$ cat config.mk
export PLATFORM = sky130hd
export DESIGN_NAME = ptc_coef
export DESIGN_NICKNAME = d
export VERILOG_FILES = /design/src/sv/assert_macros.svh /design/src/sv/ptc_pkg.sv /design/src/sv/ptc_coef.sv
export SDC_FILE = /design/constraint.sdc
export NUM_CORES = 2
export LEC_CHECK = 0
export BUFFER_PORTS_ARGS = -buffer_cell sky130_fd_sc_hd__buf_4
export CAP_MARGIN = 20
export CORE_AREA = 10 10 326 454
export CTS_CLUSTER_SIZE = 16
export DETAILED_ROUTE_END_ITERATION = 6
export DIE_AREA = 0 0 336 464
export GPL_TIMING_DRIVEN = 0
export HOLD_SLACK_MARGIN = 0.05
export MAX_ROUTING_LAYER = met4
export PLACE_DENSITY_LB_ADDON = 0.12
export SETUP_SLACK_MARGIN = 0.15
export SLEW_MARGIN = 20
export SYNTH_ARGS = -nofsm -noshare
export SYNTH_HDL_FRONTEND = slang
export SYNTH_SLANG_ARGS = --single-unit
$ cat constraint.sdc
create_clock -name clk -period 10.31 [get_ports clk]
set_input_delay 3.093 -clock clk [delete_from_list [all_inputs] [get_ports clk]]
set_output_delay 3.093 -clock clk [all_outputs]
set_load 0.02 [all_outputs]
$ cat src/sv/assert_macros.svh
// Assertion helpers shared by the RTL. Synthesis builds see empty bodies.
`ifndef ASSERT_MACROS_SVH
`define ASSERT_MACROS_SVH

`ifndef SYNTHESIS

// Same-cycle implication, checked on every rising edge outside reset.
`define PTC_ASSERT_IMPLY(lbl, clk, rst, ante, cons) \
  lbl: assert property (@(posedge clk) disable iff (rst) (ante) |-> (cons)) \
    else $error("pressure compensation assertion failed");

// Next-cycle implication.
`define PTC_ASSERT_NEXT(lbl, clk, rst, ante, cons) \
  lbl: assert property (@(posedge clk) disable iff (rst) (ante) |=> (cons)) \
    else $error("pressure compensation assertion failed");

`else

`define PTC_ASSERT_IMPLY(lbl, clk, rst, ante, cons)
`define PTC_ASSERT_NEXT(lbl, clk, rst, ante, cons)

`endif

`endif

$ cat src/sv/ptc_pkg.sv
package ptc_pkg;

  localparam int unsigned RAW_W   = 24;
  localparam int unsigned CAL_W   = 16;
  localparam int unsigned TEMP_W  = 19;
  localparam int unsigned PRES_W  = 26;
  localparam int unsigned DEPTH_W = 15;
  localparam int unsigned ADDR_W  = 5;
  localparam int unsigned DATA_W  = 32;

  localparam logic signed [19:0] TEMP_REF          = 20'sd2000;
  localparam logic [16:0]        SENS_BIAS         = 17'd30000;
  localparam logic [15:0]        DEPTH_SCALE_RESET = 16'd6703;
  localparam logic signed [19:0] TEMP_HI           = 20'sd200000;
  localparam logic signed [19:0] TEMP_LO           = -20'sd200000;
  localparam logic [14:0]        DEPTH_MAX         = 15'h7fff;
  localparam logic [42:0]        DEPTH_ROUND       = 43'd32768;

  typedef enum logic [2:0] {
    REG_CAL_SENS          = 3'd0,
    REG_CAL_OFFSET        = 3'd1,
    REG_CAL_SENS_TEMPCO   = 3'd2,
    REG_CAL_OFFSET_TEMPCO = 3'd3,
    REG_CAL_TEMP_REF      = 3'd4,
    REG_CAL_TEMP_SENS     = 3'd5,
    REG_ZERO_PRESSURE     = 3'd6,
    REG_DEPTH_SCALE       = 3'd7
  } reg_idx_t;

  typedef struct packed {
    logic [15:0]        cal_sens;
    logic [15:0]        cal_offset;
    logic [15:0]        cal_sens_tempco;
    logic [15:0]        cal_offset_tempco;
    logic [15:0]        cal_temp_ref;
    logic [15:0]        cal_temp_sens;
    logic signed [25:0] zero_pressure;
    logic [15:0]        depth_scale;
  } cfg_t;

  // First-order coefficients handed to the compensation stages.
  typedef struct packed {
    logic [23:0]        raw_pressure;
    logic signed [18:0] temp_delta;   // (dT * cal_temp_sens) >> 23
    logic [17:0]        temp_corr;    // (9 * dT^2) >> 34
    logic signed [38:0] offset;
    logic signed [36:0] sens;
  } coef_t;

  typedef struct packed {
    logic signed [18:0] temperature;
    logic signed [25:0] pressure;
  } comp_t;

endpackage

$ cat src/sv/ptc_coef.sv
module ptc_coef (
  input  logic           clk,
  input  logic           rst,
  input  ptc_pkg::cfg_t  cfg,
  input  logic           in_valid,
  output logic           in_ready,
  input  logic [23:0]    raw_pressure,
  input  logic [23:0]    raw_temperature,
  output logic           out_valid,
  input  logic           out_ready,
  output ptc_pkg::coef_t out_data
);
  import ptc_pkg::*;

  logic v1, v2, v3;
  logic en1, en2, en3;

  // Stage 1: dT.
  logic signed [24:0] dt_next;
  logic signed [24:0] dt;
  logic [23:0]        d1_s1;

  // Stage 2: the four products of dT.
  logic signed [41:0] prod_temp_next, prod_off_next, prod_sens_next;
  logic signed [49:0] dt_sq_next;
  logic signed [41:0] prod_temp, prod_off, prod_sens;
  logic [47:0]        dt_sq;
  logic [23:0]        d1_s2;

  // Stage 3: first-order terms.
  logic [16:0]        sens_base;
  logic [51:0]        dt_sq_x9;
  coef_t              coef_next;

  assign en3      = !v3 || out_ready;
  assign en2      = !v2 || en3;
  assign en1      = !v1 || en2;
  assign in_ready = en1;
  assign out_valid = v3;

  always_ff @(posedge clk) begin
    if (rst) begin
      v1 <= 1'b0;
      v2 <= 1'b0;
      v3 <= 1'b0;
    end else begin
      if (en1) v1 <= in_valid;
      if (en2) v2 <= v1;
      if (en3) v3 <= v2;
    end
  end

  assign dt_next = $signed({1'b0, raw_temperature}) - $signed({1'b0, cfg.cal_temp_ref, 8'h00});

  always_ff @(posedge clk) begin
    if (en1) begin
      dt    <= dt_next;
      d1_s1 <= raw_pressure;
    end
  end

  assign prod_temp_next = dt * $signed({1'b0, cfg.cal_temp_sens});
  assign prod_off_next  = dt * $signed({1'b0, cfg.cal_offset_tempco});
  assign prod_sens_next = dt * $signed({1'b0, cfg.cal_sens_tempco});
  assign dt_sq_next     = dt * dt;

  always_ff @(posedge clk) begin
    if (en2) begin
      prod_temp <= prod_temp_next;
      prod_off  <= prod_off_next;
      prod_sens <= prod_sens_next;
      dt_sq     <= dt_sq_next[47:0];
      d1_s2     <= d1_s1;
    end
  end

  // Taking the upper bits of a signed value is the floor shift.
  assign sens_base = {1'b0, cfg.cal_sens} + SENS_BIAS;
  assign dt_sq_x9  = {1'b0, dt_sq, 3'b000} + {4'b0000, dt_sq};

  always_comb begin
    coef_next.raw_pressure = d1_s2;
    coef_next.temp_delta   = prod_temp[41:23];
    coef_next.temp_corr    = dt_sq_x9[51:34];
    coef_next.offset       = $signed({4'b0000, cfg.cal_offset, 19'h00000})
                           + $signed(prod_off[41:4]);
    coef_next.sens         = $signed({3'b000, sens_base, 17'h00000})
                           + $signed(prod_sens[41:6]);
  end

  always_ff @(posedge clk) begin
    if (en3) out_data <= coef_next;
  end

endmodule

# Word-level counts from Yosys, hierarchy flattened
# Cells that the tools add are included.
[op_classes]
add_sub_neg = 5
n_mul = 4
div_mod_pow = 0
order_cmp = 0
eq_ne = 0
n_shift = 0
mux = 0
n_bitwise = 0
reduce_logical = 6
[op_table]
columns = ["cell", "count"]
rows = [
  ["multiplier 25 x 17 -> 42 bit", 3],
  ["adder 51 x 48 -> 52 bit", 1],
  ["multiplier 25 x 25 -> 48 bit", 1],
  ["adder 36 x 38 -> 39 bit", 1],
  ["adder 35 x 36 -> 37 bit", 1],
  ["subtractor 24 x 24 -> 25 bit", 1],
  ["adder 16 x 15 -> 17 bit (second input constant)", 1],
  ["logical NOT 1 bit", 3],
  ["logical OR 1 bit", 3],
]
[totals]
reg_bits = 387
latchBits = 0
mem_bits_rw = 0
romBits = 0
inputBits = 190
word_cells = 30
memories = 0

# Longest topological paths before layout
[depth]
depth_word = 4
mapped_depth = 29
mapped_depth_nobuf = 27

# Least setup slack after synthesis
# No wires, ideal clock.
[synth_timing]
kind = "input-to-reg"
startpoint = "input port cfg[47] (netlist name)"
endpoint = "register prod_temp[41] (data pin)"
arrival_ns = 8.803
required_time_ns = 10.044
path_slack_ns = 1.241
stages = 25
n_path_buf = 2
cell_sequence = "clkbuf_1 -> clkbuf_1 -> nand2_1 -> fa_1 -> inv_1 -> fa_1 -> inv_1 -> fa_1 -> inv_1 -> fa_1 -> inv_1 -> fa_1 -> inv_1 -> fa_1 -> ha_1 -> a21o_1 -> a21o_1 -> a21oi_1 -> a2bb2oi_1 -> o211ai_2 -> nand4_1 -> o21ai_1 -> o41ai_2 -> mux2i_1 -> nand4_1"
[synth_via]
elab_chain_len = 1
[synth_rtl]
columns = ["item", "line", "text"]
rows = [
  ["start: declaration", "ptc_coef.sv:4", "input ptc_pkg::cfg_t cfg,"],
  ["multiplier 25 x 17 -> 42 bit", "ptc_coef.sv:62", "assign prod_temp_next = dt * $signed({1'b0, cfg.cal_temp_sens});"],
  ["net prod_temp_next[41]", "ptc_coef.sv:24", "logic signed [41:0] prod_temp_next, prod_off_next, prod_sens_next;"],
  ["end signal: assignment", "ptc_coef.sv:69", "prod_temp <= prod_temp_next;"],
  ["end: declaration", "ptc_coef.sv:26", "logic signed [41:0] prod_temp, prod_off, prod_sens;"],
]
# The timed path passes the listed nets, and every way through them passes these cells.
# A chain may end at the register's enable or synchronous reset.

# Worst setup path after layout
[layout_timing]
startpoint = "input port cfg[98] (netlist name)"
endpoint = "register prod_sens[41] (data pin)"
[layout_via]
elab_chain_len = 1
[layout_rtl]
columns = ["item", "line", "text"]
rows = [
  ["multiplier 25 x 17 -> 42 bit", "ptc_coef.sv:64", "assign prod_sens_next = dt * $signed({1'b0, cfg.cal_sens_tempco});"],
  ["net prod_sens_next[41]", "ptc_coef.sv:24", ""],
  ["end signal: assignment", "ptc_coef.sv:71", "prod_sens <= prod_sens_next;"],
  ["end: declaration", "ptc_coef.sv:26", ""],
]
# The timed path passes the listed nets, and every way through them passes these cells.

==> impl_metrics.json <==
{
  "instances_no_fill": 9893,
  "firstDrtPassIters": 6,
  "tns_ns": 0,
  "grt_overflow_total": 0,
  "synthesis.area_um2": 76240,
  "synth_edf_count": 350,
  "ys_top_cells_by_count": "2,056 x inv_1, 1,762 x fa_1, 980 x nand2_1, 593 x and2_1, 543 x ha_1",
  "root_buffer": "clkbuf_16",
  "numCtsBuffers": 42,
  "min_path_type": "flop to flop",
  "synth_top_area_share_pct": 46.27,
  "drt-total-wl_um": 228300,
  "dp_cells": 9784,
  "grt_max_degree": 87,
  "synth.distinct_cells": 84,
  "avgViaCountPerCell": 5.413,
  "num_vias": 53549,
  "synth_top_cells_by_area": "fa_1 46%, edfxtp_1 14%, inv_1 10%",
  "slowest_delay_ns": 0.58,
  "clock-sinks": 353,
  "arrival_ns": 10.25,
  "crit_chain": "clkbuf_1 -> clkbuf_1 -> nand2_1 -> fa_1 -> fa_1 -> inv_1 -> fa_1 -> inv_1 -> fa_1 -> fa_1 -> inv_1 -> fa_1 -> ha_1 -> a21oi_1 -> nand3b_1 -> a211oi_2 -> a21oi_1 -> nor2_1 -> o211ai_1 -> a31oi_1 -> o21bai_1 -> xnor2_1",
  "post-route-min-period_ns": 9.844,
  "ys_seq_elements": 353,
  "place_hpwl_um": 192000,
  "cp.required_ns": 10.72,
  "die-area_um2": 155900,
  "ant_nets": 0,
  "fp.coreArea_um2": 139000,
  "crit_path_end_kind": "flop",
  "antenna_found_initial": 31,
  "max-cap-violations": 0,
  "skew_ns": 0.08675,
  "routedWlPerCell_um": 23.08,
  "critPathTopFamily": "adder cells",
  "drtIter0Drc": 3362,
  "htree_levels": 2,
  "final_max_slew_viol_count": 0,
  "ff2ff_setup_slack_ns": 0.55,
  "critPathBufInv": 5,
  "hold_violations": 0,
  "rsz0062_at_grt": "false",
  "synthArstFlopShare_pct": 0,
  "die_w_um": 336,
  "worstMarginPinSlew_ns": 1.268,
  "yosysMostFrequentCell": "inv_1",
  "start_util_pct": 54.83,
  "gp_congestion": 1.010,
  "setup_violations": 0,
  "clock_latency_ns": 0.71,
  "synth_largest_area_cell": "fa_1",
  "synth_nets": 10200,
  "cp_max_fo": 10,
  "path_common_cell": "fa_1",
  "nNetsFinal": 10520,
  "hold_buffers": 0,
  "ys.flop_type": "edfxtp_1",
  "clock_path_buffers": 3,
  "grtUsageTotal_pct": 31.20,
  "layout-drive-gt1-share_pct": 5.287,
  "clk_pin_slew_ns": 0.06,
  "drc": 0,
  "yosysSeqAreaShare_pct": 13.86,
  "slew-limit-headroom_pct": 15.48,
  "rows": 162,
  "timing.fmax_mhz": 101.6,
  "critPathKind": "primary input to flop",
  "ios": 329,
  "synth_cells": 7705,
  "yosys_warnings": 0,
  "grt_pass1_wl_um": 350900,
  "crit_slowest_cell": "clkbuf_1",
  "die_h_um": 464,
  "cts_tree": "done",
  "fin_crit_sh_pct": 95.48,
  "grt_pass1_vias": 59348,
  "syn-mean-instance-area_um2": 9.895,
  "area_delta_synth_final_pct": 7.838,
  "io_buffer_count": 268,
  "cp-start-kind": "primary input",
  "outcome": "completed"
}
==> per-stage QoR <==
stage	worst slack [ns]	hold WS (ns)	util (%)	area (um2)
floorplan	1.241	0.4003	-	76240
global placement	-0.4419	0.4001	57.90	80510
detailed placement	-0.5241	0.4045	58.07	80740
CTS	0.2109	0.4135	59.05	82110
global route	0.1926	0.4169	59.11	82190
finish	0.4662	0.4140	59.13	82220
==> cell type report <==
class	instances	area, um2
Fill cell	12229	56830
Inverter	2058	7740
Buffer	319	1249
Antenna cell	31	77.57
Multi-Input combinational cell	4975	56760
Timing Repair Buffer	276	2191
Sequential cell	353	10570
Tap cell	1804	2257
Clock inverter	31	300.3
Clock buffer	46	1066
==> layout by cell type, fill, tap and decap left out, types with 42 or more instances in the layout <==
cell,synthesis,routed
inv_1,2056,2054
fa_1,1762,1762
nand2_1,980,979
and2_1,593,593
ha_1,543,543
edfxtp_1,350,350
clkbuf_1,319,282
buf_4,0,268
xnor2_1,163,163
nor2_1,148,148
a21oi_1,142,142
a21o_1,82,82
o21ai_0,75,75
xor2_1,65,65
nor2b_1,50,50
clkbuf_16,0,42
==> repair_timing <==
| action | 4_1_cts | 5_1_grt |
|---|---|---|
| setup endpoints to repair | 0 | 6 |
| gates resized for setup | 0 | 4 |
| buffers inserted | 0 | 0 |
==> cell families after synthesis <==
group                    count (synthesis)  synth area share (%)
XOR/XNOR                               228                 2.619
AO/OA/AOI/OAI                          481                 4.287
adder cells (fa/ha/maj)               2305                 55.18
flip-flops                             353                 13.86
multiplexers                             4               0.05252
AND/OR/NAND/NOR                       1957                 12.30
buffers and inverters                 2377                 11.70
==> sequential cells by signal, summed over array words and instances (netlist names) <==
name       cells
dt            25
prod_sens     36
v2             1
out_data     137
prod_off      38
v1             1
d1_s1         24
prod_temp     19
out_valid      1
d1_s2         24
dt_sq         47
==> path summary, 6_finish.rpt <==
check / endpoint / from / depth (start not counted)
worst max-delay path: prod_sens[41] / cfg[98] / 22
worst min-delay path: d1_s2[22] / d1_s1[22] / 0
worst max register to register: dt_sq[47] / dt[3] / 27
worst min register to register: d1_s2[22] / d1_s1[22] / 0
==> layer usage <==
| metal | share of wire, % | vias to the layer above | wire [um] | track usage, % |
|---|---|---|---|---|
| met5 | 0 | - | 0 | - |
| met4 | 7.8 | 0 | 17920 | 19.19 |
| met3 | 6.9 | 623 | 15660 | 5.347 |
| met2 | 50 | 1985 | 114600 | 52.24 |
| met1 | 35 | 27634 | 80150 | 34.48 |
| li1 | - | 23307 | - | - |
Power is not shown: default switching activity piles up to over one toggle a cycle in this logic, so the estimate is an artifact.
