===== config.mk =====
export PLATFORM = sky130hd
export DESIGN_NAME = ptc_comp
export DESIGN_NICKNAME = d
export VERILOG_FILES = /design/src/sv/assert_macros.svh /design/src/sv/ptc_pkg.sv /design/src/sv/ptc_comp.sv
export SDC_FILE = /design/constraint.sdc
export NUM_CORES = 2
export LEC_CHECK = 0
export BUFFER_PORTS_ARGS = -buffer_cell sky130_fd_sc_hd__buf_2
export CAP_MARGIN = 20
export CORE_ASPECT_RATIO = 1.5
export CORE_MARGIN = 2
export CORE_UTILIZATION = 39
export DETAILED_ROUTE_END_ITERATION = 12
export PLACE_DENSITY_LB_ADDON = 0.08
export RECOVER_POWER = 50
export SLEW_MARGIN = 10
export SYNTH_ARGS = -nofsm -noshare
export SYNTH_HDL_FRONTEND = slang
export SYNTH_SLANG_ARGS = --single-unit

===== constraint.sdc =====
create_clock -name clk -period 11.6 [get_ports clk]
set_input_delay 2.32 -clock clk [delete_from_list [all_inputs] [get_ports clk]]
set_output_delay 2.32 -clock clk [all_outputs]
set_load 0.02 [all_outputs]

===== src/sv/assert_macros.svh =====
// Assertion helpers shared by the RTL. Synthesis builds see empty bodies.
`ifndef ASSERT_MACROS_SVH
`define ASSERT_MACROS_SVH

`ifndef SYNTHESIS

// Same-cycle implication, checked on every rising edge outside reset.
`define PTC_ASSERT_IMPLY(lbl, clk, rst, ante, cons) \
  lbl: assert property (@(posedge clk) disable iff (rst) (ante) |-> (cons)) \
    else $error("pressure compensation assertion failed");

// Next-cycle implication.
`define PTC_ASSERT_NEXT(lbl, clk, rst, ante, cons) \
  lbl: assert property (@(posedge clk) disable iff (rst) (ante) |=> (cons)) \
    else $error("pressure compensation assertion failed");

`else

`define PTC_ASSERT_IMPLY(lbl, clk, rst, ante, cons)
`define PTC_ASSERT_NEXT(lbl, clk, rst, ante, cons)

`endif

`endif


===== src/sv/ptc_pkg.sv =====
package ptc_pkg;

  localparam int unsigned RAW_W   = 24;
  localparam int unsigned CAL_W   = 16;
  localparam int unsigned TEMP_W  = 19;
  localparam int unsigned PRES_W  = 26;
  localparam int unsigned DEPTH_W = 15;
  localparam int unsigned ADDR_W  = 5;
  localparam int unsigned DATA_W  = 32;

  localparam logic signed [19:0] TEMP_REF          = 20'sd2000;
  localparam logic [16:0]        SENS_BIAS         = 17'd30000;
  localparam logic [15:0]        DEPTH_SCALE_RESET = 16'd6703;
  localparam logic signed [19:0] TEMP_HI           = 20'sd200000;
  localparam logic signed [19:0] TEMP_LO           = -20'sd200000;
  localparam logic [14:0]        DEPTH_MAX         = 15'h7fff;
  localparam logic [42:0]        DEPTH_ROUND       = 43'd32768;

  typedef enum logic [2:0] {
    REG_CAL_SENS          = 3'd0,
    REG_CAL_OFFSET        = 3'd1,
    REG_CAL_SENS_TEMPCO   = 3'd2,
    REG_CAL_OFFSET_TEMPCO = 3'd3,
    REG_CAL_TEMP_REF      = 3'd4,
    REG_CAL_TEMP_SENS     = 3'd5,
    REG_ZERO_PRESSURE     = 3'd6,
    REG_DEPTH_SCALE       = 3'd7
  } reg_idx_t;

  typedef struct packed {
    logic [15:0]        cal_sens;
    logic [15:0]        cal_offset;
    logic [15:0]        cal_sens_tempco;
    logic [15:0]        cal_offset_tempco;
    logic [15:0]        cal_temp_ref;
    logic [15:0]        cal_temp_sens;
    logic signed [25:0] zero_pressure;
    logic [15:0]        depth_scale;
  } cfg_t;

  // First-order coefficients handed to the compensation stages.
  typedef struct packed {
    logic [23:0]        raw_pressure;
    logic signed [18:0] temp_delta;   // (dT * cal_temp_sens) >> 23
    logic [17:0]        temp_corr;    // (9 * dT^2) >> 34
    logic signed [38:0] offset;
    logic signed [36:0] sens;
  } coef_t;

  typedef struct packed {
    logic signed [18:0] temperature;
    logic signed [25:0] pressure;
  } comp_t;

endpackage


===== src/sv/ptc_comp.sv =====
module ptc_comp (
  input  logic           clk,
  input  logic           rst,
  input  logic           in_valid,
  output logic           in_ready,
  input  ptc_pkg::coef_t in_data,
  output logic           out_valid,
  input  logic           out_ready,
  output ptc_pkg::comp_t out_data
);
  import ptc_pkg::*;

  logic v4, v5, v6;
  logic en4, en5, en6;

  // Stage 4: d^2 and the two halves of raw_pressure * SENS.
  logic signed [37:0] d_sq_next;
  logic [41:0]        prod_lo_next;
  logic signed [43:0] prod_hi_next;
  logic [34:0]        d_sq;
  logic [41:0]        prod_lo;
  logic signed [43:0] prod_hi;
  logic signed [18:0] temp_delta;
  logic [17:0]        temp_corr;
  logic signed [38:0] offset1;
  logic               cold;

  // Stage 5: second-order correction and product recombination.
  // The sensitivity correction (2*d^2) >> 38 is always zero because |d| <= 2^18.
  logic [18:0]        off_corr;
  logic signed [61:0] prod_next;
  logic signed [38:0] offset_next;
  logic signed [19:0] temp_next;
  logic signed [61:0] prod;
  logic signed [38:0] offset2;
  logic signed [19:0] temp2;

  // Stage 6: pressure and saturation.
  logic signed [41:0] p_diff;
  logic signed [26:0] p_wide;
  comp_t              comp_next;

  assign en6       = !v6 || out_ready;
  assign en5       = !v5 || en6;
  assign en4       = !v4 || en5;
  assign in_ready  = en4;
  assign out_valid = v6;

  always_ff @(posedge clk) begin
    if (rst) begin
      v4 <= 1'b0;
      v5 <= 1'b0;
      v6 <= 1'b0;
    end else begin
      if (en4) v4 <= in_valid;
      if (en5) v5 <= v4;
      if (en6) v6 <= v5;
    end
  end

  assign d_sq_next    = in_data.temp_delta * in_data.temp_delta;
  assign prod_lo_next = {18'h00000, in_data.raw_pressure} * {24'h000000, in_data.sens[17:0]};
  assign prod_hi_next = $signed({1'b0, in_data.raw_pressure}) * $signed(in_data.sens[36:18]);

  always_ff @(posedge clk) begin
    if (en4) begin
      d_sq       <= d_sq_next[34:0];
      prod_lo    <= prod_lo_next;
      prod_hi    <= prod_hi_next;
      temp_delta <= in_data.temp_delta;
      temp_corr  <= in_data.temp_corr;
      offset1    <= in_data.offset;
      cold       <= in_data.temp_delta[18];
    end
  end

  // Below 20.00 C the temperature delta is negative.
  assign off_corr    = cold ? d_sq[34:16] : 19'h00000;
  assign prod_next   = $signed({prod_hi, 18'h00000}) + $signed({20'h00000, prod_lo});
  assign offset_next = offset1 - $signed({20'h00000, off_corr});
  assign temp_next   = TEMP_REF + temp_delta
                     - (cold ? $signed({2'b00, temp_corr}) : 20'sd0);

  always_ff @(posedge clk) begin
    if (en5) begin
      prod    <= prod_next;
      offset2 <= offset_next;
      temp2   <= temp_next;
    end
  end

  assign p_diff = $signed(prod[61:21]) - offset2;
  assign p_wide = p_diff[41:15];

  always_comb begin
    if (p_wide > 27'sd33554431) begin
      comp_next.pressure = 26'sh1ffffff;
    end else if (p_wide < -27'sd33554432) begin
      comp_next.pressure = 26'sh2000000;
    end else begin
      comp_next.pressure = p_wide[25:0];
    end
    if (temp2 > TEMP_HI) begin
      comp_next.temperature = TEMP_HI[18:0];
    end else if (temp2 < TEMP_LO) begin
      comp_next.temperature = TEMP_LO[18:0];
    end else begin
      comp_next.temperature = temp2[18:0];
    end
  end

  always_ff @(posedge clk) begin
    if (en6) out_data <= comp_next;
  end

endmodule


Yosys cells after proc, flatten, opt, wreduce, memory -nomap -nowiden --
Cells that the tools add are included. Widths: inputs -> output; s select.
Storage, ports and cells: output and inout bits 47, bits of input ports 141, bits in registers 367, word-level logic and storage cells 39
Cells by class: $mul 3, muxes and demuxes 4, reduce and logical (&&, ||, !) cells 7, $lt $le $gt $ge 4, $add $sub $neg 5
Operator list (number):
- $add 62x43->62 | 1
- $mul 25x19->44 | 1
- $mul 24x18->42 | 1
- $sub 41x39->42 | 1
- $sub 39x20->39 | 1
- $mux 19 | 2
- $mul 19x19->35 | 1
- $gt 27x26->1 const B | 1
- $lt 27x26->1 const B | 1
- $mux 26 | 1
- $add 12x19->20 const A | 1
- $gt 20x19->1 const B | 1
- $lt 20x19->1 const B | 1
- $sub 20x19->20 | 1
- $mux 18 | 1
- $logic_not 1->1 | 3
- $logic_or 1x1->1 | 3
- $reduce_or 2->1 | 1

Longest topological paths before layout --
depth after elaboration 4, mapped depth 27, mapped depth without buffers 26

Least setup slack after synthesis --
No wires, ideal clock.
path type input to register, from in in_data[108] (netlist bit), to reg d_sq[34] (data pin), library setup time 260 ps, data required time 11340 ps, cell stages on the path 24, data arrival time 8539 ps, slack 2801 ps, path buffers 2, cell sequence clkbuf_1 > clkbuf_1 > nand2_1 > fa_1 > inv_1 > fa_1 > fa_1 > fa_1 > fa_1 > inv_1 > fa_1 > inv_1 > ha_1 > ha_1 > a21o_1 > a21o_1 > a21oi_1 > nor4_1 > a2111oi_0 > a21oi_1 > or2_1 > a211o_1 > a21oi_1 > xnor2_1
On the way: word-level cells in the longest chain between the ends 1
Ends and longest elaborated chain:
- start, declared | line ptc_comp.sv:6 | input ptc_pkg::coef_t in_data,
- $mul 19x19->35 | line ptc_comp.sv:61 | assign d_sq_next = in_data.temp_delta * in_data.temp_delta;
- named net d_sq_next[34] | line ptc_comp.sv:17 | logic signed [37:0] d_sq_next;
- end signal, assigned | line ptc_comp.sv:67 | d_sq <= d_sq_next[34:0];
- end, declared | line ptc_comp.sv:20 | logic [34:0] d_sq;
The timed path passes the listed nets, and every way through them passes these cells. A chain may end at the register's enable or synchronous reset.

Final worst setup path --
from in in_data[104] (netlist bit), to reg d_sq[34] (data pin)
The elaborated chain is that of the path after synthesis.

==> impl_results.md <==
- Outcome: finished with violations
- Violated checks: max-capacitance violations, max-slew violations
- Core area: 138000 um^2
- Remaining DRCs: 0
- CP Class: in -> reg
- Max-Cap Viols: 4
- Skew final: 0.0246 ns
- HP Class: reg -> reg
- Distinct cells, synth: 71
- CP cell instances: clkbuf_1 > inv_1 > nor2_1 > fa_1 > fa_1 > inv_1 > fa_1 > fa_1 > fa_1 > fa_1 > inv_1 > ha_1 > ha_1 > a21o_1 > a21o_1 > a21oi_1 > nor4_1 > a2111oi_0 > a21oi_1 > or2_1 > a211o_1 > a21oi_1 > xnor2_1
- Cts-stage hold buffer count: 0
- Placed cell areas: 56600 um^2
- Detailed Routing Iterations Pass 1: 4
- Starting density of the core: 39.2%
- Number of global-route vias before repair: 41200
- Design area: 57700 um^2
- Synth-to-Final Area Change: 6.74%
- Post-CTS setup repair buffer count: 0
- Root Driver: clkbuf_16
- Highest clock rate: 105 MHz
- Post-route ant nets: 0
- Ys Warns: 0
- Avg Cell Area, Syn: 9.83 um^2
- Vias: 36500
- Final period util: 82.5%
- Iter 0 DRT Violations: 1420
- Clock Path Buffers: 3
- Crit path DAT: 9.88 ns
- CP most frequent cell: fa_1
- Max-slew violations: 201
- Ports: 188
- Measured slew at the worst slew-check pin: 4.09 ns
- Initial antenna violation count: 8
- Die Y: 460 um
- Post-Syn Nets: 7183
- Final min period: 9.56 ns
- Final setup fails: 0
- Non-Filler Instances: 7331
- Largest area contributor in the netlist: fa_1
- Die area: 142000 um^2
- Sequential-to-total area share from yosys stat: 17.2%
- EDFF count, synth: 308
- Dpl hpwl: 121000 um
- Total track usage: 22.3%
- Vias per cell: 4.98
- GPL Wtd Cong: 0.852
- Inserted Clock Buffers: 38
- CTS tree: done
- Fin nets: 7219
- Area contributors post-synth: fa_1 (39%), edfxtp_1 (17%), ha_1 (12%), inv_1 (8.9%), nand2_1 (5.0%)
- Required @ worst endpoint: 11.91 ns
- Crit-path slowest cell: clkbuf_1
- Worst Reg-to-Reg Cells: 13
- Final hold violations: 0
- Setup TNS: 0 ns
- Primary FF master, synth: edfxtp_1
- Width of the die: 308 um
- Largest net degree at the start of global routing: 75
- Worst Path Buf+Inv: 4
- Crit. End Element: flip-flop
- FF+latch count, synth: 311
- CP startpoint kind: primary input
- CP Max Fanout: 17
- Final WL: 152000 um
- Clock sinks: 311
- Max_slew headroom: -173%
- Hold path cells: 2
- Synth top area share: 38.5%
- Crit-path max cell delay: 0.67 ns
- Global-route wire length before repair: 239000 um
- Top cell family by delay on the critical path: adder cells
- FP Rows: 167
- Clock transition at path regs: 0.06 ns
- Layout cell share with drive strength beyond 1: 4.07%
- Clk_lat worst skew: 0.56 ns
- IO Port Bufs: 187
- WP depth: 23
- H-tree Lvls: 2
- Gr ovfl total: 0
- Synth Instances: 5493
- Routed len/inst: 20.7 um
- Ys async rst share: 0%
- RSZ-0062 raised after global routing: no
- Netlist Area Pre-Place: 54000 um^2
- CTS resizes: 0
- Placed insts: 7262
==> path summary, 6_finish.rpt <==
| check | slack (ns) | from | end |
|---|---|---|---|
| max reg2reg | 6.48 | temp_delta[18] | offset2[29] |
| min | 0.46 | v5 | out_valid |
| min reg2reg | 0.46 | v5 | out_valid |
| max | 2.04 | in_data[104] | d_sq[34] |
==> cell usage in the layout, fill, tap and decap left out, types with 19 or more instances in the layout <==
cell | synthesis | routed
o21bai_1 | 21 | 21
nand4_1 | 19 | 19
nand2b_1 | 34 | 34
buf_2 | 5 | 112
nor2_1 | 112 | 112
nor2b_1 | 44 | 44
xnor2_1 | 145 | 145
inv_1 | 1280 | 1279
nand2_1 | 724 | 724
clkbuf_1 | 210 | 83
a21o_1 | 76 | 76
fa_1 | 1040 | 1040
o21a_1 | 25 | 25
and3_1 | 20 | 20
a21oi_1 | 146 | 146
edfxtp_1 | 308 | 308
clkbuf_16 | 0 | 38
o21ai_0 | 49 | 51
nor3_1 | 31 | 32
buf_4 | 0 | 30
ha_1 | 509 | 509
and2_1 | 423 | 415
nand3_1 | 37 | 37
xor2_1 | 64 | 64
==> flip-flops by register name, indices dropped and copies added (netlist names) <==
signal      cells
d_sq           20
offset1        39
offset2        39
out_data       45
out_valid       1
prod           41
prod_hi        44
prod_lo        24
temp2          20
temp_corr      18
temp_delta     18
v4              1
v5              1
==> cell families after synthesis <==
group / count (synthesis) / share of synthesized area, %
flip-flops: 311 / 17.2
buffers and inverters: 1505 / 10.5
AND/OR/NAND/NOR: 1488 / 13.3
AO/OA/AOI/OAI: 428 / 5.19
adder cells (fa/ha/maj): 1549 / 50.3
XOR/XNOR: 209 / 3.39
multiplexers: 3 / 0.0602
==> layer usage <==
metal	part of all wire (%)	vias to the layer above	track usage (%)
li1	-	16700	-
met1	38	18900	25.3
met2	55	671	43.6
met3	3.3	220	2.01
met4	3.5	4	6.87
met5	0.014	-	0
==> per-stage QoR <==
step	setup WS, ns	utilization [%]	hold WS (ns)
after floorplan	2.80	-	0.432
after global placement	1.83	41.1	0.442
after detailed placement	1.81	41.1	0.455
after CTS	2.41	42.0	0.468
after global routing	1.55	41.9	0.509
final	2.04	41.9	0.463
==> synthesized netlist by cell type, drive strengths merged, types with 6 or more instances <==
cell type,n
a211oi,17
a21boi,6
a21o,76
a21oi,147
a31o,6
a31oi,11
and2,423
and3,20
buf,14
clkbuf,210
edfxtp,308
fa,1040
ha,509
inv,1281
nand2,724
nand2b,34
nand3,37
nand4,19
nor2,112
nor2b,44
nor3,32
nor4,9
o21a,25
o21ai,61
o21bai,21
o22ai,6
o31ai,13
or2,9
or3,9
xnor2,145
xor2,64
==> layout make-up <==
type / instances / area, um^2
antenna: 1 / 2.50
clock buffer: 44 / 973
clock inverter: 23 / 225
fill: 13700 / 80000
inverter: 1281 / 4810
multi-input combinational: 3677 / 39000
sequential: 311 / 9310
tap: 1774 / 2220
timing repair buffer: 220 / 1080
==> worst min-delay path: stages, from the launching register on <==
cell,delay (ns)
dfxtp_1,0.32
nor2_1,0.04
nor2_1,0.07
Power is left out: the tool's default activity adds up to more than one toggle a clock period on the data nets, which glitch-free logic cannot reach.
