`config.mk`:
```
export PLATFORM = sky130hd
export DESIGN_NAME = ptc_depth
export DESIGN_NICKNAME = d
export VERILOG_FILES = /design/src/sv/assert_macros.svh /design/src/sv/ptc_pkg.sv /design/src/sv/ptc_depth.sv
export SDC_FILE = /design/constraint.sdc
export NUM_CORES = 1
export LEC_CHECK = 0
export BUFFER_PORTS_ARGS = -buffer_cell sky130_fd_sc_hd__buf_4
export CAP_MARGIN = 20
export CORE_ASPECT_RATIO = 0.7
export CORE_MARGIN = 2
export CORE_UTILIZATION = 55
export DETAILED_ROUTE_END_ITERATION = 8
export GPL_TIMING_DRIVEN = 0
export PLACE_DENSITY = 0.76
export SKIP_LAST_GASP = 1
export SLEW_MARGIN = 10
export SYNTH_ARGS = -nofsm -noshare
export SYNTH_HDL_FRONTEND = slang
export SYNTH_SLANG_ARGS = --single-unit
export TNS_END_PERCENT = 1
```
`constraint.sdc`:
```
create_clock -name clk -period 12.8 [get_ports clk]
set_input_delay 1.92 -clock clk [delete_from_list [all_inputs] [get_ports clk]]
set_output_delay 1.92 -clock clk [all_outputs]
set_load 0.1 [all_outputs]
```
`src/sv/assert_macros.svh`:
```
// Assertion helpers shared by the RTL. Synthesis builds see empty bodies.
`ifndef ASSERT_MACROS_SVH
`define ASSERT_MACROS_SVH

`ifndef SYNTHESIS

// Same-cycle implication, checked on every rising edge outside reset.
`define PTC_ASSERT_IMPLY(lbl, clk, rst, ante, cons) \
  lbl: assert property (@(posedge clk) disable iff (rst) (ante) |-> (cons)) \
    else $error("pressure compensation assertion failed");

// Next-cycle implication.
`define PTC_ASSERT_NEXT(lbl, clk, rst, ante, cons) \
  lbl: assert property (@(posedge clk) disable iff (rst) (ante) |=> (cons)) \
    else $error("pressure compensation assertion failed");

`else

`define PTC_ASSERT_IMPLY(lbl, clk, rst, ante, cons)
`define PTC_ASSERT_NEXT(lbl, clk, rst, ante, cons)

`endif

`endif

```
`src/sv/ptc_pkg.sv`:
```
package ptc_pkg;

  localparam int unsigned RAW_W   = 24;
  localparam int unsigned CAL_W   = 16;
  localparam int unsigned TEMP_W  = 19;
  localparam int unsigned PRES_W  = 26;
  localparam int unsigned DEPTH_W = 15;
  localparam int unsigned ADDR_W  = 5;
  localparam int unsigned DATA_W  = 32;

  localparam logic signed [19:0] TEMP_REF          = 20'sd2000;
  localparam logic [16:0]        SENS_BIAS         = 17'd30000;
  localparam logic [15:0]        DEPTH_SCALE_RESET = 16'd6703;
  localparam logic signed [19:0] TEMP_HI           = 20'sd200000;
  localparam logic signed [19:0] TEMP_LO           = -20'sd200000;
  localparam logic [14:0]        DEPTH_MAX         = 15'h7fff;
  localparam logic [42:0]        DEPTH_ROUND       = 43'd32768;

  typedef enum logic [2:0] {
    REG_CAL_SENS          = 3'd0,
    REG_CAL_OFFSET        = 3'd1,
    REG_CAL_SENS_TEMPCO   = 3'd2,
    REG_CAL_OFFSET_TEMPCO = 3'd3,
    REG_CAL_TEMP_REF      = 3'd4,
    REG_CAL_TEMP_SENS     = 3'd5,
    REG_ZERO_PRESSURE     = 3'd6,
    REG_DEPTH_SCALE       = 3'd7
  } reg_idx_t;

  typedef struct packed {
    logic [15:0]        cal_sens;
    logic [15:0]        cal_offset;
    logic [15:0]        cal_sens_tempco;
    logic [15:0]        cal_offset_tempco;
    logic [15:0]        cal_temp_ref;
    logic [15:0]        cal_temp_sens;
    logic signed [25:0] zero_pressure;
    logic [15:0]        depth_scale;
  } cfg_t;

  // First-order coefficients handed to the compensation stages.
  typedef struct packed {
    logic [23:0]        raw_pressure;
    logic signed [18:0] temp_delta;   // (dT * cal_temp_sens) >> 23
    logic [17:0]        temp_corr;    // (9 * dT^2) >> 34
    logic signed [38:0] offset;
    logic signed [36:0] sens;
  } coef_t;

  typedef struct packed {
    logic signed [18:0] temperature;
    logic signed [25:0] pressure;
  } comp_t;

endpackage

```
`src/sv/ptc_depth.sv`:
```
module ptc_depth (
  input  logic           clk,
  input  logic           rst,
  input  ptc_pkg::cfg_t  cfg,
  input  logic           in_valid,
  output logic           in_ready,
  input  ptc_pkg::comp_t in_data,
  output logic           out_valid,
  input  logic           out_ready,
  output ptc_pkg::comp_t out_data,
  output logic [14:0]    depth_cm
);
  import ptc_pkg::*;

  logic v7, v8;
  logic en7, en8;

  // Stage 7: clamp at the zero reference and scale.
  logic signed [26:0] delta;
  logic [25:0]        delta_pos;
  logic [41:0]        scaled_next;
  logic [41:0]        scaled;
  comp_t              comp_s7;

  // Stage 8: round and saturate into the output register.
  logic [42:0]        rounded;
  logic [14:0]        depth_next;

  assign en8       = !v8 || out_ready;
  assign en7       = !v7 || en8;
  assign in_ready  = en7;
  assign out_valid = v8;

  always_ff @(posedge clk) begin
    if (rst) begin
      v7 <= 1'b0;
      v8 <= 1'b0;
    end else begin
      if (en7) v7 <= in_valid;
      if (en8) v8 <= v7;
    end
  end

  assign delta       = $signed({in_data.pressure[25], in_data.pressure})
                     - $signed({cfg.zero_pressure[25], cfg.zero_pressure});
  assign delta_pos   = delta[26] ? 26'h0000000 : delta[25:0];
  assign scaled_next = {16'h0000, delta_pos} * {26'h0000000, cfg.depth_scale};

  always_ff @(posedge clk) begin
    if (en7) begin
      scaled  <= scaled_next;
      comp_s7 <= in_data;
    end
  end

  assign rounded    = {1'b0, scaled} + DEPTH_ROUND;
  assign depth_next = (|rounded[42:31]) ? DEPTH_MAX : rounded[30:16];

  always_ff @(posedge clk) begin
    if (en8) begin
      depth_cm <= depth_next;
      out_data <= comp_s7;
    end
  end

endmodule
```
* Yosys cells after proc, flatten, opt, wreduce, memory -nomap -nowiden
Index checks and enable logic that the tools add are counted.
** Word-level totals
- Register bits after elaboration :: 149
- Input port bits :: 187
** Operators by class
- Add/subtract/negate cells :: 2
- Multiply operators :: 1
- Mux-type cells :: 1
- Reductions and logical operators :: 5
** Operator list (number)
- 42-bit by 16-bit adder with 43-bit output, second input constant :: 1
- 26-bit by 16-bit multiplier with 42-bit output :: 1
- 26-bit by 26-bit subtractor with 27-bit output :: 1
- 26-bit two-way mux :: 1
- 12-bit OR reduction :: 1
- 1-bit logical NOT :: 2
- 1-bit logical OR :: 2

* Depth between registers and ports, before layout
Gate-level depths: netlist (run 1).
- Depth in word-level cells :: 3
- Depth in mapped cells :: 36

* Worst setup path before layout (run 1)
OpenSTA, ideal clock, no wires.
- Kind :: input to register
- Start :: in in_data[0] in the netlist's numbering
- End :: reg scaled[38], data pin
- Library setup time :: 0.258 ns
- Data arrival time :: 10.144 ns
- Slack :: 2.398 ns
- Stages on the path :: 34
- Buffers on the path :: 1
- Cell sequence :: inv_1 ha_1 fa_1 nor2b_1 o21ba_2 o31a_1 a31oi_1 o311ai_0 o21ai_0 a21oi_1 buf_2 nand2_1 fa_1 inv_1 fa_1 inv_1 fa_1 inv_1 fa_1 fa_1 inv_1 fa_1 inv_1 ha_1 nand2_1 nor2_1 nand2_1 nor2_1 or4b_2 o21ai_2 a31oi_2 o41a_1 o31a_1 xnor2_1
** On the way
- Longest elaborated chain between the ends :: 3
** RTL lines
- start, declared :: line ptc_depth.sv:7 : input ptc_pkg::comp_t in_data,
- 26-bit by 26-bit subtractor with 27-bit output :: line ptc_depth.sv:45 : - $signed({cfg.zero_pressure[25], cfg.zero_pressure});
- 26-bit two-way mux :: line ptc_depth.sv:46 : assign delta_pos = delta[26] ? 26'h0000000 : delta[25:0];
- 26-bit by 16-bit multiplier with 42-bit output :: line ptc_depth.sv:47 : assign scaled_next = {16'h0000, delta_pos} * {26'h0000000, cfg.depth_scale};
- named net scaled_next[38] :: line ptc_depth.sv:21 : logic [41:0] scaled_next;
- end signal, assigned :: line ptc_depth.sv:51 : scaled <= scaled_next;
- end, declared :: line ptc_depth.sv:22 : logic [41:0] scaled;
The timed path passes the listed nets, and every way through them passes these cells.
A chain may end at the register's enable or synchronous reset.

* Worst setup path in the final report (run 1)
Same ends and word-level chain as after synthesis.

==> metrics.md, run 1 <==
| Metric | Value |
|---|---|
| Result of the run | `finished, final reports clean` |
| Max-cap violations | `0` |
| Multiplexer share of the synthesized area | `0.001635` |
| Fill cells | `about 2.9k` |
| Post-synthesis share of cell area spent on and, or, nand and nor gates | `0.1620` |
| Number of vias in the routed layout | `14.95k` |
| Number of antenna violations at the first check in global routing | `1` |
| R2R Setup Slk | `around 9500 ps` |
| Die outline width | `226.9 um` |
| Dominant cells by area after synthesis | `fa_1 35%, edfxtp_1 21%, ha_1 9.0%` |
| Worst-path clk slew | `60 ps` |
| Peak clock frequency supported by timing | `approximately 83 MHz` |
| Gate count of the mapped netlist | `roughly 2k` |
| Worst Path Arrival | `12240 ps` |
| Count of standard-cell rows | `57` |
| Num CTS Buffers | `17` |
| Share of the synthesized area in the top cell type | `0.3494` |
| Prevailing post-synth register cell | `edfxtp_1` |
| Final net count | `roughly 2.8k` |
| Worst max-slew margin expressed relative to the limit | `0.2809` |
| Number of synthesized register bits | `about 130` |
| First-pass GRT wire length | `89.51 mm` |
| Port-buffer cells | `roughly 150` |
| Total global routing track utilization | `0.3334` |
| Maximum number of pins on one net before global-route repair | `51` |
| Actual slew at the worst max-slew pin | `between 1000 and 1500 ps` |
| Via-per-instance ratio | `~5.6` |
| Maximum count of clock buffers along a single path | `2` |
| Count of routing violations after the opening detailed-route iteration | `1492` |
| Number of global-route vias before repair | `around 15k` |
| Worst endpoint required time | `between 10000 and 15000 ps` |
| Remaining design rule violation count | `0` |
| Post-synth design cell area | `0.01913 mm^2` |
| Ports placed on the boundary | `249` |
| Antenna Violating Nets Remaining | `0` |
| CTS tree | `yes` |
| Cell at the root of the clock tree | `clkbuf_16` |
| Max Slew Vio Count | `0` |
| Post-synthesis compound-gate area fraction | `0.06251` |
| Hold Path Cell Cnt | `0` |
| Synthesized-area fraction occupied by adder cells | `0.4397` |
| FF+latch area | `between 0.004 and 0.005 mm^2` |
| Setup repair after global routing missed its margin | `false` |
| Final hold viol count | `0` |
| Warnings, synthesis | `0` |
| Htree depth | `4` |
| Clock net sink count | `134` |
| Initial core utilization | `0.5555` |
| Sequential share of the synthesized area | `0.2092` |
| Post_cts resized | `0` |
| CP bufs+invs | `8` |
| Final setup violation count | `0` |
| Proportion of register bits with asynchronous set or reset after synthesis | `0` |
| Final Hold Slack | `just over 400 ps` |
| Post-CTS setup-driven buffer insertion count | `0` |
| Path class of the lowest-slack min-delay path | `flip-flop to flip-flop` |
| Dominant combinational cell family by area after synthesis | `adder cells` |
| Hold buffers post-CTS | `0` |
| Post-synth EDFFs | `~130` |
| Most common cell type on the critical path | `fa_1` |
| Cell depth of the worst setup path | `34` |
| Net count after synthesis | `approximately 2.7k` |
| Startpoint-to-endpoint class of the critical path | `primary input to flip-flop` |
| Share of the synthesized netlist area taken by xor and xnor gates | `0.02838` |
| Library cells used by synthesis | `58` |
| Avg Cell Area, Syn | `about 9.6 um^2` |
| Wire length per cell after detailed routing | `~22 um` |
| Final min period | `around 12000 ps` |
| Hpwl dp | `47.19 mm` |
| Biggest fanout along the worst timing path | `10` |
| Layout area overhead | `12.65%` |
| Sort of element at the end of the critical path | `flip-flop` |
| Die Outline Area | `approximately 0.036 mm^2` |
| Cell type group with the largest total delay on the critical path | `adder cells` |
| Routability-driven placement congestion ratio | `around 1.0` |
| Critical Path Max Stage Delay | `about 800 ps` |
| Final worst clock skew | `~10 ps` |
| Post-Route WL | `58.02 mm` |
| Height of the chip | `between 150 and 200 um` |
| Share of layout cells above drive strength 1 | `0.09328` |
| Worst-case reg-to-reg path depth | `11` |
| Total area of multi-input combinational cells | `0.01329 mm^2` |
| Global route total overflow | `0` |
| Final worst-path cycle share | `0.9424` |
| Number of optimization iterations in the first detailed-route pass | `8` |
| Floorplan core area | `between 0.03 and 0.04 mm^2` |
| Type of element launching the critical path | `primary input` |
| Worst path slowest cell | `nor3_1` |
| Worst-skew pair later-pin latency | `roughly 420 ps` |
| Leading area contributor after synthesis | `fa_1` |
==> cell families after synthesis <==
family	count (synthesis)
simple gates	646
buf+inv	491
fa+ha+maj	472
compound gates	188
flops	134
xor+xnor	62
mux	3
==> worst reg2reg max path, stage by stage, from the launching register on <==
cell	delay, ps
edfxtp_1	420
and4_1	250
and3_1	260
nand2_1	120
or2_2	280
clkbuf_1	160
nor2_1	130
and3_1	160
o2111ai_1	140
nor4b_2	590
clkbuf_1	390
nand2_1	110
==> metrics by stage <==
step | instances | setup TNS, ps | util | area [um^2] | worst slack [ps]
CTS | 2657 | 0 | 0.6253 | 21540 | 868.3
global placement | 2620 | -1125 | 0.6058 | 20870 | -360.7
global route | 2659 | 0 | 0.6257 | 21550 | 261.5
detailed placement | 2625 | 0 | 0.6079 | 20940 | 465.1
floorplan | 1996 | 0 | - | 19130 | 2398
finish | 2660 | 0 | 0.6258 | 21560 | 737.7
==> layout by cell type, fill, tap and decap left out, drive strengths merged, types with 6 or more instances in the layout <==
| master | count |
|---|---|
| xor2 | 29 |
| nand2 | 291 |
| and3 | 18 |
| and2 | 166 |
| nor2 | 75 |
| o21a | 9 |
| nor2b | 12 |
| a31oi | 13 |
| ha | 138 |
| nand3 | 24 |
| a21oi | 61 |
| fa | 334 |
| edfxtp | 132 |
| inv | 427 |
| o21ai | 36 |
| buf | 160 |
| clkbuf | 89 |
| nand4 | 16 |
| o21bai | 12 |
| nor3 | 23 |
| xnor2 | 33 |
| a211oi | 6 |
| a21o | 25 |
==> synth_stat cells, types with 3 or more instances <==
| cell | n |
|---|---|
| and3_1 | 18 |
| o31ai_1 | 3 |
| clkbuf_1 | 70 |
| fa_1 | 334 |
| a31oi_1 | 12 |
| xor2_1 | 29 |
| nand4_1 | 16 |
| edfxtp_1 | 132 |
| o21bai_1 | 12 |
| inv_1 | 418 |
| xnor2_1 | 33 |
| nand2_1 | 291 |
| buf_2 | 3 |
| a21oi_1 | 61 |
| nand2b_1 | 4 |
| nor3_1 | 23 |
| a21o_1 | 25 |
| o211ai_1 | 4 |
| a211oi_1 | 6 |
| ha_1 | 138 |
| nand3_1 | 24 |
| and2_1 | 165 |
| o21a_1 | 9 |
| nor2_1 | 75 |
| nor2b_1 | 12 |
| nor4_1 | 4 |
| o21ai_0 | 35 |
==> path summary, 6_finish.rpt <==
| kind | startpoint | end |
|---|---|---|
| max | in_data[0] | scaled[38] |
| max reg2reg | scaled[17] | depth_cm[6] |
| min reg2reg | comp_s7[25] | out_data[25] |
| min | comp_s7[25] | out_data[25] |
==> state kept, by name, indices dropped and copies added (netlist names) <==
signal	flops
depth_cm	15
out_valid	1
v7	1
out_data	45
comp_s7	45
scaled	27
==> layout make-up <==
cell class	count	area share
diodes	1	0.0001161
plain buffers	73	0.01289
clock buffers	17	0.01974
clock inverters	15	0.008126
inverters	418	0.07279
multi-input cells	1371	0.6167
flip-flops and latches	134	0.1857
well taps	472	0.02740
repair buffers	159	0.05654
==> per-layer routing <==
layer | global-route usage | share of wire | vias to the layer above
met3 | 0.1207 | 0.14 | 98
met1 | 0.4796 | 0.42 | 7410
met4 | 0.06952 | 0.021 | 0
met5 | 0 | 0 | -
li1 | - | - | 6544
met2 | 0.4872 | 0.42 | 895
Power of run 1 is left out: the tool's default activity adds up to more than one toggle a clock period on the data nets, which glitch-free logic cannot reach.
==> run 2, diff against run 1 <==
--- a/config.mk
+++ b/config.mk
@@ -11,7 +11,6 @@
 export CORE_MARGIN = 2
 export CORE_UTILIZATION = 55
 export DETAILED_ROUTE_END_ITERATION = 8
-export GPL_TIMING_DRIVEN = 0
 export PLACE_DENSITY = 0.76
 export SKIP_LAST_GASP = 1
 export SLEW_MARGIN = 10
==> metrics.md, run 2 (synthesized netlist as in run 1, its figures left out) <==
| Metric | Value |
|---|---|
| Max Slew Vio Count | `0` |
| Port-buffer cells | `approximately 150` |
| Peak clock frequency supported by timing | `just under 90 MHz` |
| Actual slew at the worst max-slew pin | `around 1100 ps` |
| Floorplan core area | `between 0.03 and 0.04 mm^2` |
| Final net count | `roughly 2.8k` |
| Count of routing violations after the opening detailed-route iteration | `about 1.4k` |
| Worst-path clk slew | `about 70 ps` |
| Most common cell type on the critical path | `fa_1` |
| Worst Path Arrival | `~12000 ps` |
| Path class of the lowest-slack min-delay path | `flip-flop to flip-flop` |
| Worst-skew pair later-pin latency | `about 420 ps` |
| Count of standard-cell rows | `57` |
| CTS tree | `yes` |
| Leading cell types in the layout, fill and taps excluded | `417 x inv_1, 334 x fa_1, 290 x nand2_1` |
| Worst max-slew margin expressed relative to the limit | `0.2876` |
| Number of global-route vias before repair | `~15k` |
| Wire length per cell after detailed routing | `19.74 um` |
| Result of the run | `finished, final reports clean` |
| Total global routing track utilization | `0.2975` |
| Global route total overflow | `0` |
| Die Outline Area | `~0.036 mm^2` |
| Setup repair after global routing missed its margin | `false` |
| Final setup violation count | `0` |
| Number of antenna violations at the first check in global routing | `0` |
| Routability-driven placement congestion ratio | `between 0.9 and 1` |
| Worst endpoint required time | `between 10000 and 15000 ps` |
| Remaining design rule violation count | `0` |
| Die outline width | `226.9 um` |
| Share of layout cells above drive strength 1 | `0.1071` |
| Htree depth | `4` |
| Type of element launching the critical path | `primary input` |
| Layout area overhead | `12.20%` |
| Startpoint-to-endpoint class of the critical path | `primary input to flip-flop` |
| Hpwl dp | `around 40 mm` |
| Critical Path Max Stage Delay | `between 900 and 1000 ps` |
| Worst path slowest cell | `nor2_1` |
| First-pass GRT wire length | `82.23 mm` |
| Most common cell after layout, fill and taps aside | `inv_1` |
| Post-Route WL | `approximately 52 mm` |
| Num CTS Buffers | `17` |
| Final worst-path cycle share | `0.8988` |
| Max-cap violations | `0` |
| Largest registers | `comp_s7: 45 flops, out_data: 45 flops, scaled: 27 flops` |
| Post-CTS setup-driven buffer insertion count | `0` |
| Sort of element at the end of the critical path | `flip-flop` |
| Maximum count of clock buffers along a single path | `2` |
| Final worst clock skew | `~18 ps` |
| Clock net sink count | `134` |
| Height of the chip | `160.1 um` |
| Sum Neg Setup Slack | `0 ps` |
| Number of optimization iterations in the first detailed-route pass | `7` |
| Antenna Violating Nets Remaining | `0` |
| Via-per-instance ratio | `5.546` |
| Ports placed on the boundary | `about 250` |
| Final min period | `11500 ps` |
| Maximum number of pins on one net before global-route repair | `73` |
| Fill cells | `between 2k and 3k` |
| Cell at the root of the clock tree | `clkbuf_16` |
| Number of vias in the routed layout | `14.49k` |
| Final hold viol count | `0` |
| Post_cts resized | `0` |
| Initial core utilization | `0.5555` |
| Biggest fanout along the worst timing path | `22` |
| Hold buffers post-CTS | `0` |
==> run 2: cell types whose count changed in the layout (fill, tap and decap cells not counted), sizes merged <==
cell and change:
buf +22, clkinv +1, clkinvlp -1, clkbuf -70
==> run 2: critical path: cells and delay by family <==
family	cells	cell delay, ps
buf+inv	5	270
fa+ha+maj	9	4120
compound gates	8	2610
simple gates	8	2590
xor+xnor	1	130
==> run 2: final timing paths <==
check,cells past startpoint,from,endpoint,slack [ps]
setup / recovery,31,in_data[0],scaled[38],1300
hold / removal,0,comp_s7[21],out_data[21],410
setup reg to reg,9,scaled[17],depth_cm[6],9640
hold reg to reg,0,comp_s7[21],out_data[21],410
==> run 2: through the flow <==
step / instance area, um^2 / setup slack [ps] / cells / util / hold slack [ps]
2_1_floorplan: 19130 / 2398 / 1996 / - / 400.3
3_3_place_gp: 20830 / 1146 / 2576 / 0.6047 / 400.8
3_5_place_dp: 20850 / 1065 / 2577 / 0.6052 / 404.5
4_1_cts: 21450 / 1450 / 2609 / 0.6228 / 409.6
5_1_grt: 21470 / 907.6 / 2611 / 0.6232 / 412.9
6_report: 21470 / 1295 / 2612 / 0.6232 / 406.6
==> run 2: per-layer routing <==
layer  track usage  vias up  routed length, um  share of wire
met3       0.09715       81               6776           0.13
met1        0.4142     7109              21110           0.41
met4       0.06922        0                918          0.018
met2        0.4551      849              22760           0.44
met5             0        -                  0              0
li1              -     6448                  -              -
==> run 2: cell type report <==
type / count / area [um^2] / share of cell area
well taps: 472 / 590.6 / 0.02751
diodes: 1 / 2.502 / 0.0001166
clock buffers: 17 / 425.4 / 0.01982
clock inverters: 15 / 178.9 / 0.008334
repair buffers: 184 / 1391 / 0.06481
multi-input cells: 1371 / 13310 / 0.6198
inverters: 418 / 1569 / 0.07309
flip-flops and latches: 134 / 4004 / 0.1865
Power of run 2 is left out for the same reason.
